<file path="src/rtl/core/spi_master_byte_transfer_defines.svh">
// Assertion macros used by the back end of the SPI master byte transfer RTL.
`ifndef SPI_MASTER_BYTE_TRANSFER_DEFINES_SVH
`define SPI_MASTER_BYTE_TRANSFER_DEFINES_SVH

`ifndef SYNTH

// Same-cycle implication, disabled while reset is held.
`define SMBT_ASSERT_IMP(lbl, clk, rst_n, ante, cons, msg) \
  lbl: assert property (@(posedge clk) disable iff (!rst_n) (ante) |-> (cons)) \
    else $error(msg);

// Next-cycle implication, disabled while reset is held.
`define SMBT_ASSERT_NXT(lbl, clk, rst_n, ante, cons, msg) \
  lbl: assert property (@(posedge clk) disable iff (!rst_n) (ante) |=> (cons)) \
    else $error(msg);

`else

`define SMBT_ASSERT_IMP(lbl, clk, rst_n, ante, cons, msg)
`define SMBT_ASSERT_NXT(lbl, clk, rst_n, ante, cons, msg)

`endif

`endif

</file>
<file path="src/rtl/core/smbt_pkg.sv">
// Shared constants and types of the SPI master byte transfer block.
`timescale 1ns / 1ps

package smbt_pkg;

  localparam int MAX_BYTES = 1024;
  localparam int ADDR_W    = (MAX_BYTES > 1) ? $clog2(MAX_BYTES) : 1;
  localparam int CNT_W     = $clog2(MAX_BYTES + 1);

  typedef enum logic [1:0] {
    PH_IDLE  = 2'd0,
    PH_SETUP = 2'd1,
    PH_SEND  = 2'd2,
    PH_END   = 2'd3
  } phase_t;

  typedef enum logic {
    KIND_LOAD = 1'b0,
    KIND_TICK = 1'b1
  } kind_t;

  typedef enum logic {
    BK_FETCH = 1'b0,
    BK_EXEC  = 1'b1
  } back_state_t;

  typedef struct packed {
    kind_t      kind;
    logic [7:0] tx_byte;
    logic       load_last;
    logic       miso;
  } item_t;

  typedef struct packed {
    logic  valid;
    item_t item;
  } q_head_t;

endpackage

</file>
<file path="src/rtl/core/smbt_front.sv">
// Input side: accepts words, decodes the operation and queues them for the back end.
`timescale 1ns / 1ps

module smbt_front
  import smbt_pkg::*;
(
  input  logic       clk,
  input  logic       rst_n,
  input  logic       in_valid,
  output logic       in_ready,
  input  logic       in_op,
  input  logic [7:0] in_tx_byte,
  input  logic       in_load_last,
  input  logic       in_miso,
  output q_head_t    q_head,
  input  logic       q_pop
);

  item_t      q_mem_r [2];
  logic       wr_ptr_r, wr_ptr_nxt;
  logic       rd_ptr_r, rd_ptr_nxt;
  logic [1:0] count_r, count_nxt;
  logic       push;
  item_t      in_item;

  assign in_ready = (count_r != 2'd2);
  assign push     = in_valid && in_ready;

  always_comb begin
    in_item.kind      = in_op ? KIND_TICK : KIND_LOAD;
    in_item.tx_byte   = in_tx_byte;
    in_item.load_last = in_load_last;
    in_item.miso      = in_miso;
  end

  always_comb begin
    wr_ptr_nxt = push ? ~wr_ptr_r : wr_ptr_r;
    rd_ptr_nxt = q_pop ? ~rd_ptr_r : rd_ptr_r;
    count_nxt  = count_r + {1'b0, push} - {1'b0, q_pop};
  end

  always_ff @(posedge clk) begin
    if (!rst_n) begin
      wr_ptr_r <= 1'b0;
      rd_ptr_r <= 1'b0;
      count_r  <= 2'd0;
    end else begin
      wr_ptr_r <= wr_ptr_nxt;
      rd_ptr_r <= rd_ptr_nxt;
      count_r  <= count_nxt;
    end
  end

  always_ff @(posedge clk) begin
    if (push) begin
      q_mem_r[wr_ptr_r] <= in_item;
    end
  end

  assign q_head.valid = (count_r != 2'd0);
  assign q_head.item  = q_mem_r[rd_ptr_r];

endmodule

</file>
<file path="config.mk">
export PLATFORM = sky130hd
export DESIGN_NAME = smbt_front
export DESIGN_NICKNAME = d
export VERILOG_FILES = /design/src/rtl/core/spi_master_byte_transfer_defines.svh /design/src/rtl/core/smbt_pkg.sv /design/src/rtl/core/smbt_front.sv
export SDC_FILE = /design/constraint.sdc
export NUM_CORES = 1
export LEC_CHECK = 0
export ABC_AREA = 1
export BUFFER_PORTS_ARGS = -buffer_cell sky130_fd_sc_hd__buf_2
export CAP_MARGIN = 20
export CORE_MARGIN = 5
export CORE_UTILIZATION = 50
export DETAILED_ROUTE_END_ITERATION = 16
export GPL_TIMING_DRIVEN = 0
export PLACE_DENSITY = 0.76
export SETUP_SLACK_MARGIN = 0.1
export SLEW_MARGIN = 20
export SYNTH_ARGS = -nofsm -noshare
export SYNTH_HDL_FRONTEND = slang
export SYNTH_SLANG_ARGS = --single-unit
</file>
<file path="constraint.sdc">
create_clock -name clk -period 1.6 [get_ports clk]
set_input_delay 0.08 -clock clk [delete_from_list [all_inputs] [get_ports clk]]
set_output_delay 0.08 -clock clk [all_outputs]
set_load 0.1 [all_outputs]
</file>
==> metrics.txt, run 1 <==
final period utilization=0.899; die width=between 50 and 60 um; Net Count, Synth=83; initial antenna violation count=0; Seq/Total Area, Yosys=0.718; layout cells sized above 1=0.450; Starting DRT DRC Count=8; Avg Cell Area, Syn=approximately 16 um2; max-slew violation count=0; Post-Place Setup Slack=105 ps; status=complete, no violations; CP top delay family=flip-flops; Clock transition at path regs=130 ps; Setup crit end kind=output pin; synthesized cell area=0.00106 mm2; I/O pin cnt=28; Clock Latency Late Sink=~310 ps; Highest Clock Rate=roughly 700 MHz; DRT Wirelength=1.72 mm; DP Wirelength=1.06 mm; largest net degree at the start of global routing=16; Final WS setup=around 160 ps; Max clock buf depth=2; max_cap viols=0; die area=0.00314 mm2; Ys Warns=0; gr ovfl total=0; CTS H-tree lvls=1; Synth-to-Final Area Change=38.7%; VDD IR max=roughly 0.00085 V; CTS Buf Count=3; Root Driver=clkbuf_4; Final Setup Violations=0; slowest cell delay on critical path=370 ps; placer congestion estimate=about 0.67; CP startpoint kind=flop; routed vias=635; cell with the largest stage delay on the worst path=dfxtp_2; GR Util All Layers=0.105; # diodes=0; port bufs=27; fin nets=~130; crit path kind=reg -> out; row cnt=16; CP required=approximately 1500 ps; Rel. slew slack=0.675; gate count of the mapped netlist=67; Fill cells=about 120; drt first pass iters=4; first-pass GRT wire length=between 2 and 3 mm; Hold WC Path Type=in -> reg; WL met3=about 120 um; Die Y=~56 um; Worst Max-Slew Pin Slew=~500 ps; minimum clock period=between 1000 and 1500 ps; Bufs and invs on worst path=2; total power divided by cell area=roughly 1200 mW/mm2; final hold viol count=0; number of global-route vias before repair=593; post-DR vias/cell=4.60; #FFs+latches synth=27; # Post-CTS Setup Buffers=0; top sig layer=met4; final clock skew=7.73 ps; M1 WL=around 680 um; Leak=~0.00061 uW; DRC=0; final setup TNS=0 ps; WL/cell=12.5 um; CP cell instances=buf_4, mux2_4, buf_6; CTS tree=yes; met2 wire len=between 800 and 900 um; RSZ-0062 raised after global routing=false; Yosys cell types=13; Initial Util=0.535; WP data arrival=between 1000 and 1500 ps; post-route ant nets=0; Min Hold Slack=a little over 70 ps; clk sinks=27; core area=between 0.0015 and 0.002 mm2; critical-path maximum fanout=5
state kept, by name (all words and copies together) (netlist names), named ones only:
name	count
q_mem_r	22
rd_ptr_r	1
count_r	2
wr_ptr_r	1
path summary, 6_finish.rpt:
| check | start | end | slack, ps | depth (start not counted) |
|---|---|---|---|---|
| hold / removal | q_pop | flop | 70 | 3 |
| hold reg to reg | rd_ptr_r$_SDFFE_PN0P_ | flop | 520 | 2 |
| setup / recovery | flop | q_head[4] | 160 | 3 |
| setup reg to reg | count_r[1]$_SDFF_PN0_ | count_r[1]$_SDFF_PN0_ | 220 | 9 |
cells by family (layout without fill, tap and decap cells):
kind of cell / count (synthesis) / count (layout) / synth area share
flops: 27 / 27 / 0.718
simple gates: 20 / 20 / 0.0767
mux: 11 / 11 / 0.152
buf+inv: 6 / 50 / 0.0283
fa+ha+maj: 1 / 1 / 0.0118
compound gates: 1 / 1 / 0.00472
xor+xnor: 1 / 1 / 0.00827
through the flow:
stage          utilization  power, uW  area (um2)  std cells
2_1_floorplan            -       1380        1080         67
3_3_place_gp         0.629       1460        1250        121
3_5_place_dp         0.629       1470        1250        121
4_1_cts              0.723       1780        1430        138
5_1_grt              0.742       1880        1470        138
6_report             0.742       1800        1470        138
synthesized netlist by cell type:
master / n / area share
nand3_1: 1 / 0.0047
mux2_4: 10 / 0.14
nand2_1: 10 / 0.035
buf_6: 1 / 0.011
mux2_2: 1 / 0.011
nand2_2: 2 / 0.012
nor2_1: 7 / 0.025
ha_1: 1 / 0.012
xnor2_1: 1 / 0.0083
dfxtp_1: 5 / 0.094
a21oi_1: 1 / 0.0047
inv_1: 5 / 0.018
edfxtp_1: 22 / 0.62
cells in the final DEF, fill, tap and decap left out, types with 2 or more instances in the layout:
| master | n |
|---|---|
| mux2_4 | 10 |
| nand2_1 | 10 |
| clkbuf_4 | 3 |
| nor2_4 | 2 |
| buf_2 | 17 |
| buf_4 | 4 |
| dlygate4sd3_1 | 12 |
| nor2_1 | 5 |
| dfxtp_1 | 4 |
| edfxtp_1 | 22 |
| buf_6 | 8 |
| inv_1 | 4 |
cell type report:
type	count	area, um2	area share
Inverter	5	18.8	0.0128
Timing Repair Buffer	40	314	0.214
Clock buffer	3	22.5	0.0153
Tap cell	27	33.8	0.0230
Buffer	1	11.3	0.00766
Multi-Input combinational cell	34	303	0.206
Sequential cell	27	762	0.518
Clock inverter	1	5.00	0.00340
timing repair:
action | 4_1_cts | 5_1_grt
gates cloned | 1 | 0
hold buffers | 12 | 0
endpoints found under the setup margin | 21 | 19
gates resized for setup | 13 | 10
hold endpoints to repair | 24 | 0
report_power, final:
part | internal [uW] | switching (uW) | leakage, uW
combinational | 186 | 475 | 0.000349
clock | 93.4 | 181 | 0.0000177
sequential | 833 | 30.8 | 0.000247
worst reg2reg max path, stage by stage, from the launching register on:
cell and delay, ps:
dfxtp_1 480, nand2_8 70, nand2_4 120, xnor2_1 130, ha_1 180, inv_1 40
nand2_1 40, nand2_1 60, a21oi_1 120, nor2_1 60
layer usage:
| metal | global-route usage | up-vias |
|---|---|---|
| met3 | 0.0394 | 4 |
| met5 | 0 | - |
| met2 | 0.169 | 20 |
| met1 | 0.119 | 289 |
| met4 | 0.0610 | 0 |
| li1 | - | 322 |
Note: power is estimated with default switching activity, not from simulation.
==> run 2: changes to the inputs <==
BUFFER_PORTS_ARGS = not set   (was -buffer_cell sky130_fd_sc_hd__buf_2)
CORE_ASPECT_RATIO = 1.4   (was not set)
DONT_BUFFER_PORTS = 1   (was not set)
PLACE_DENSITY = not set   (was 0.76)
==> run 2 against run 1 <==
Final area shrank 8.8%. Critical path depth is 2 higher. Clock skew decreased by 2.0 ps. Count of clock-buffer cells in the layout did not move. First-iteration DRC count increased to 3.1 times the previous value. Register-to-register slack lost 60 ps. Worst hold slack better by 15 ps. Total power decreased by 1.8%. Non-clock buffer count down 23. Fmax grew 0.11%. Via count is 12% lower. Global-route usage shrank 0.061 points. Critical path type is now reg -> reg. Critical endpoint is now q_mem_r[1][9]$_DFFE_PP_.
==> metrics.txt, run 2 (synthesis results as in run 1) <==
status=complete, no violations; hold path start=q_pop; DP Wirelength=1.11 mm (+4.3%); drt first pass iters=2 (-2); Die Y=64.5 um (+15%); DRC=0 (unchanged); Starting DRT DRC Count=25 (+17); Clock Latency Late Sink=320 ps (about the same); Setup crit end kind=flop; final setup TNS=0 ps (unchanged); max_cap viols=0 (unchanged); CP startpoint kind=flop; minimum clock period=1440 ps (-1.63 ps); row cnt=19 (+3); VDD IR max=0.000926 V (+8.5%); Worst Reg2Reg Path Length in Cells=5 (-4); largest net degree at the start of global routing=17 (+1); Final Setup Violations=0 (unchanged); Synth-to-Final Area Change=26.6%; Highest Clock Rate=696 MHz (+0.11%); commonest non-fill, non-tap cell in the layout=edfxtp_1; Most flops, register=q_mem_r; Root Driver=clkbuf_4; slowest cell delay on critical path=380 ps (about the same); max-slew violation count=0 (unchanged); Initial Util=0.531 (-0.00402); placer congestion estimate=0.567 (-15%); Fill cells=148 (+22%); RSZ-0062 raised after global routing=true; post-layout util=0.672 (-0.0701); number of global-route vias before repair=581 (-2.0%); Hold WC Path Type=in -> reg; CTS tree=yes; Bufs and invs on worst path=2 (unchanged); port bufs=0 (-100%); r2r setup slk=160 ps (-60 ps); CP dominant cell by count=nand2_8; post-DR vias/cell=5.10 (+11%); Leak=0.000511 uW (-17%); clk sinks=27 (unchanged); total power=1770 uW (-1.8%); fin nets=105 (-18%); core area=0.00200 mm2 (+0.76%); Min Hold Slack=86.4 ps (+15.4 ps); WP data arrival=1440 ps (+80 ps); CTS H-tree lvls=1 (unchanged); critical-path maximum fanout=12 (+7); die width=48.9 um (-13%); CP top delay family=simple AND/OR/NAND/NOR gates; Max clock buf depth=2 (unchanged); Hold Path End=count_r[0]$_SDFF_PN0_; largest registers=q_mem_r: 22 flops, count_r: 2 flops; gr ovfl total=0 (unchanged); Rel. slew slack=0.657 (-0.0180); CP required=1610 ps (+90 ps); crit path kind=reg -> reg; die area=0.00315 mm2 (+0.41%); final period utilization=0.898 (-0.00102); I/O pin cnt=28 (unchanged); Reg2Reg Launch Point=count_r[0]$_SDFF_PN0_; commonest non-fill, non-tap cells in the layout=edfxtp_1, dlygate4sd3_1, mux2_4; Clock transition at path regs=130 ps (about the same); post-route ant nets=0 (unchanged); Worst Max-Slew Pin Slew=513 ps (+21.9 ps); max reg flops=22 (unchanged); Post-Place Setup Slack=-30.0 ps (-135 ps); initial antenna violation count=0 (unchanged); cell with the largest stage delay on the worst path=dfxtp_2; first-pass GRT wire length=2.56 mm (+2.2%); FF-to-FF End=q_mem_r[1][9]$_DFFE_PP_; CTS Buf Count=3 (unchanged); DRT Wirelength=1.60 mm (-7.3%); routed vias=556 (-12%); CP cell instances=inv_4, nand2_8, nand2_8, buf_4, nor2_4; final hold viol count=0 (unchanged); total power divided by cell area=1320 mW/mm2 (+7.6%); WHS Path Cells=4 (+1); layout cells sized above 1=0.330 (-0.121); WL/cell=14.6 um (+17%); GR Util All Layers=0.104 (-0.000610); final clock skew=5.69 ps (-2.04 ps); # diodes=0 (unchanged); Final WS setup=163 ps (+1.63 ps)
[run 2: cell count changes in the layout (fill, tap and decap cells not counted), sizes merged]
cell / delta
dlygate4sd3: +2
clkinv: -1
buf: -25
clkinvlp: +1
[run 2: what timing repair did]
| item | in CTS | in global routing |
|---|---|---|
| resized for setup | 4 | 8 |
| hold buffers | 14 | 0 |
| gates cloned | 0 | 0 |
| endpoints found under the hold margin | 27 | 0 |
| pin swaps | 1 | 2 |
| buffers inserted | 0 | 3 |
| endpoints found under the setup margin | 25 | 24 |
[run 2: worst max path at each step]
stage,from,end,depth (start not counted)
2_1_floorplan,count_r[0]$_SDFF_PN0_,count_r[1]$_SDFF_PN0_,10
3_3_place_gp,count_r[0]$_SDFF_PN0_,q_mem_r[1][9]$_DFFE_PP_,4
3_5_place_dp,count_r[0]$_SDFF_PN0_,q_mem_r[1][3]$_DFFE_PP_,4
4_1_cts,count_r[0]$_SDFF_PN0_,q_mem_r[1][2]$_DFFE_PP_,4
5_1_grt,count_r[0]$_SDFF_PN0_,count_r[1]$_SDFF_PN0_,10
6_report,count_r[0]$_SDFF_PN0_,q_mem_r[1][9]$_DFFE_PP_,5
[run 2: layout make-up]
cell class | count | area (um2) | area share
sequential | 27 | 766 | 0.571
multi-input combinational | 34 | 324 | 0.242
inverter | 5 | 21.3 | 0.0159
timing repair buffer | 17 | 163 | 0.121
buffer | 1 | 11.3 | 0.00840
clock buffer | 3 | 22.5 | 0.0168
clock inverter | 1 | 7.51 | 0.00560
tap | 21 | 26.3 | 0.0196
[run 2: where the power goes]
group          internal [uW]  switching [uW]  total [uW]  leakage [uW]
sequential               835            31.5         867      0.000248
clock                   95.6             190         286     0.0000139
combinational            144             468         612      0.000250
total                   1080             690        1770      0.000511
[run 2: stage by stage]
step | cell area, um2 | instances
2_1_floorplan | 1080 | 67
3_3_place_gp | 1100 | 88
3_5_place_dp | 1100 | 88
4_1_cts | 1280 | 106
5_1_grt | 1340 | 109
6_report | 1340 | 109
[run 2: per-layer routing]
metal	global-route usage	wire length, um	vias up
met5	0	0	-
met4	0.0707	44	0
met3	0.0252	114	4
met2	0.183	814	20
met1	0.109	622	256
li1	-	-	276
[run 2: tightest hold or removal path, stage by stage]
cell and delay, ps:
xnor2_2 90, ha_2 130, nand2_1 40, inv_1 40
==> run 3: changes to the inputs <==
CORE_UTILIZATION = 30   (was 50)
==> run 3 against run 2 <==
Via count shrank 0.90%. Clock power grew 30%. Die area grew 53%. Combinational power grew 0.8%. Final area grew 2.6%. Register-to-register slack lost 20 ps. Core utilization shrank 27 points. Total power grew 5.0%.
==> metrics.txt, run 3 (synthesis results as in run 1) <==
CP startpoint kind=flop; placed instance count=107 (+22%); number of global-route vias before repair=579 (-0.34%); Starting DRT DRC Count=12 (-52%); post-route ant nets=0 (unchanged); DP Wirelength=1.17 mm (+5.2%); initial antenna violation count=0 (unchanged); status=complete, no violations; Die Y=80.3 um (+25%); core area=0.00341 mm2 (+71%); placer congestion estimate=0.584 (+3.1%); CP required=1760 ps (+150 ps); WL/cell=13.6 um (-6.9%); Rel. slew slack=0.397 (-0.260); max-slew violation count=0 (unchanged); GR Util All Layers=0.0748 (-0.0297); post-DR vias/cell=4.30 (-16%); I/O pin cnt=28 (unchanged); row cnt=25 (+6); Root Driver=clkbuf_8; Final Setup Violations=0 (unchanged); largest net degree at the start of global routing=16 (-1); # diodes=0 (unchanged); first-pass GRT wire length=2.55 mm (-0.23%); gr ovfl total=0 (unchanged); final period utilization=0.912 (+0.0140); CTS tree=yes; final hold viol count=0 (unchanged); Highest Clock Rate=685 MHz (-1.5%); RSZ-0062 raised after global routing=true; routed vias=551 (-0.90%); commonest non-fill, non-tap cells in the layout=edfxtp_1, dlygate4sd3_1, mux2_4, nand2_1, nor2_1; post-layout util=0.404 (-0.268); Max clock buf depth=2 (unchanged); die width=60.2 um (+23%); Most flops, register=q_mem_r; crit path kind=reg -> reg; Hold WC Path Type=in -> reg; WP data arrival=1620 ps (+180 ps); commonest non-fill, non-tap cell in the layout=edfxtp_1; port bufs=0 (unchanged); max reg flops=22 (unchanged); total power divided by cell area=1350 mW/mm2 (+2.4%); minimum clock period=1460 ps (+22.3 ps); Leak=0.000523 uW (+2.4%); fin cells=128 (+17%); final clock skew=2.81 ps (-2.87 ps); DRT Wirelength=1.74 mm (+9.3%); Worst Max-Slew Pin Slew=903 ps (+389 ps); clk sinks=27 (unchanged); DRC=0 (unchanged); fin nets=105 (unchanged); largest registers=q_mem_r: 22 flops, count_r: 2 flops; die area=0.00484 mm2 (+53%); CTS H-tree lvls=1 (unchanged); Setup crit end kind=flop; VDD IR max=0.000669 V (-28%); Synth-to-Final Area Change=29.9%; design area=0.00138 mm2 (+2.6%); max_cap viols=0 (unchanged); Clock transition at path regs=90 ps (-40 ps); critical-path maximum fanout=4 (-8); drt first pass iters=3 (+1); CTS Buf Count=3 (unchanged); Initial Util=0.311 (-0.220); layout cells sized above 1=0.330 (unchanged); Placed Instance Area=0.00113 mm2 (+2.2%); Clock Latency Late Sink=260 ps (-60 ps)
run 3: cell types whose count changed in the layout (fill, tap and decap cells not counted):
cell | before | now
nand2_1 | 9 | 10
clkinvlp_4 | 1 | 0
clkbuf_8 | 0 | 3
buf_4 | 3 | 4
clkbuf_4 | 3 | 0
nand2_2 | 1 | 0
clkinv_2 | 0 | 1
dlygate4sd3_1 | 14 | 13
run 3: cell type report:
cell class	instances	area [um2]
sequential	27	766
timing repair buffer	17	160
clock inverter	1	5.00
tap	40	50.0
fill	328	2030
inverter	5	21.3
clock buffer	3	41.3
buffer	1	11.3
multi-input combinational	34	322
run 3: through the flow:
stage          TNS (ps)  worst slack (ps)  total power, uW  hold slack [ps]
6_report              0               141             1850             94.5
3_5_place_dp      -1750             -81.5             1420              179
5_1_grt               0              4.69             1940              108
4_1_cts               0              10.3             1820             65.3
3_3_place_gp       -644             -46.1             1410              176
2_1_floorplan         0               143             1380              173
run 3: worst max-delay path, cell delays in order, from the launching register on:
cell     delay, ps
dfxtp_2        360
inv_4           50
nand2_8        170
nand2_8         90
xnor2_2        140
ha_2           190
inv_1           50
nand2_1         40
nand2_1         80
nand3_1         80
nand2_1         60
nor2_1          40
run 3: worst paths after layout:
check                         from               endpoint  slack (ps)  cells after the start
min                       in_valid  wr_ptr_r$_SDFFE_PN0P_          90                      3
max          count_r[0]$_SDFF_PN0_  count_r[1]$_SDFF_PN0_         140                     11
max reg2reg  count_r[0]$_SDFF_PN0_  count_r[1]$_SDFF_PN0_         140                     11
min reg2reg  rd_ptr_r$_SDFFE_PN0P_                   flop         510                      2
run 3: metal layers:
metal	wire [um]	global-route usage	part of all wire	vias to the layer above
met5	0	0	0	-
met4	14	0.0399	0.0080	0
met3	126	0.0209	0.072	2
met2	1010	0.140	0.58	18
met1	591	0.0699	0.34	258
li1	-	-	-	273
run 3: report_power, final:
group          switching [uW]  internal, uW
clock                     197           174
combinational             471           146
sequential               30.6           836
total                     699          1160
run 3: what timing repair did:
item	CTS	global route
pin swaps	1	3
setup buffers	0	4
endpoints found under the setup margin	25	25
hold endpoints to repair	27	0
hold buffers	13	0
resized for setup	4	7
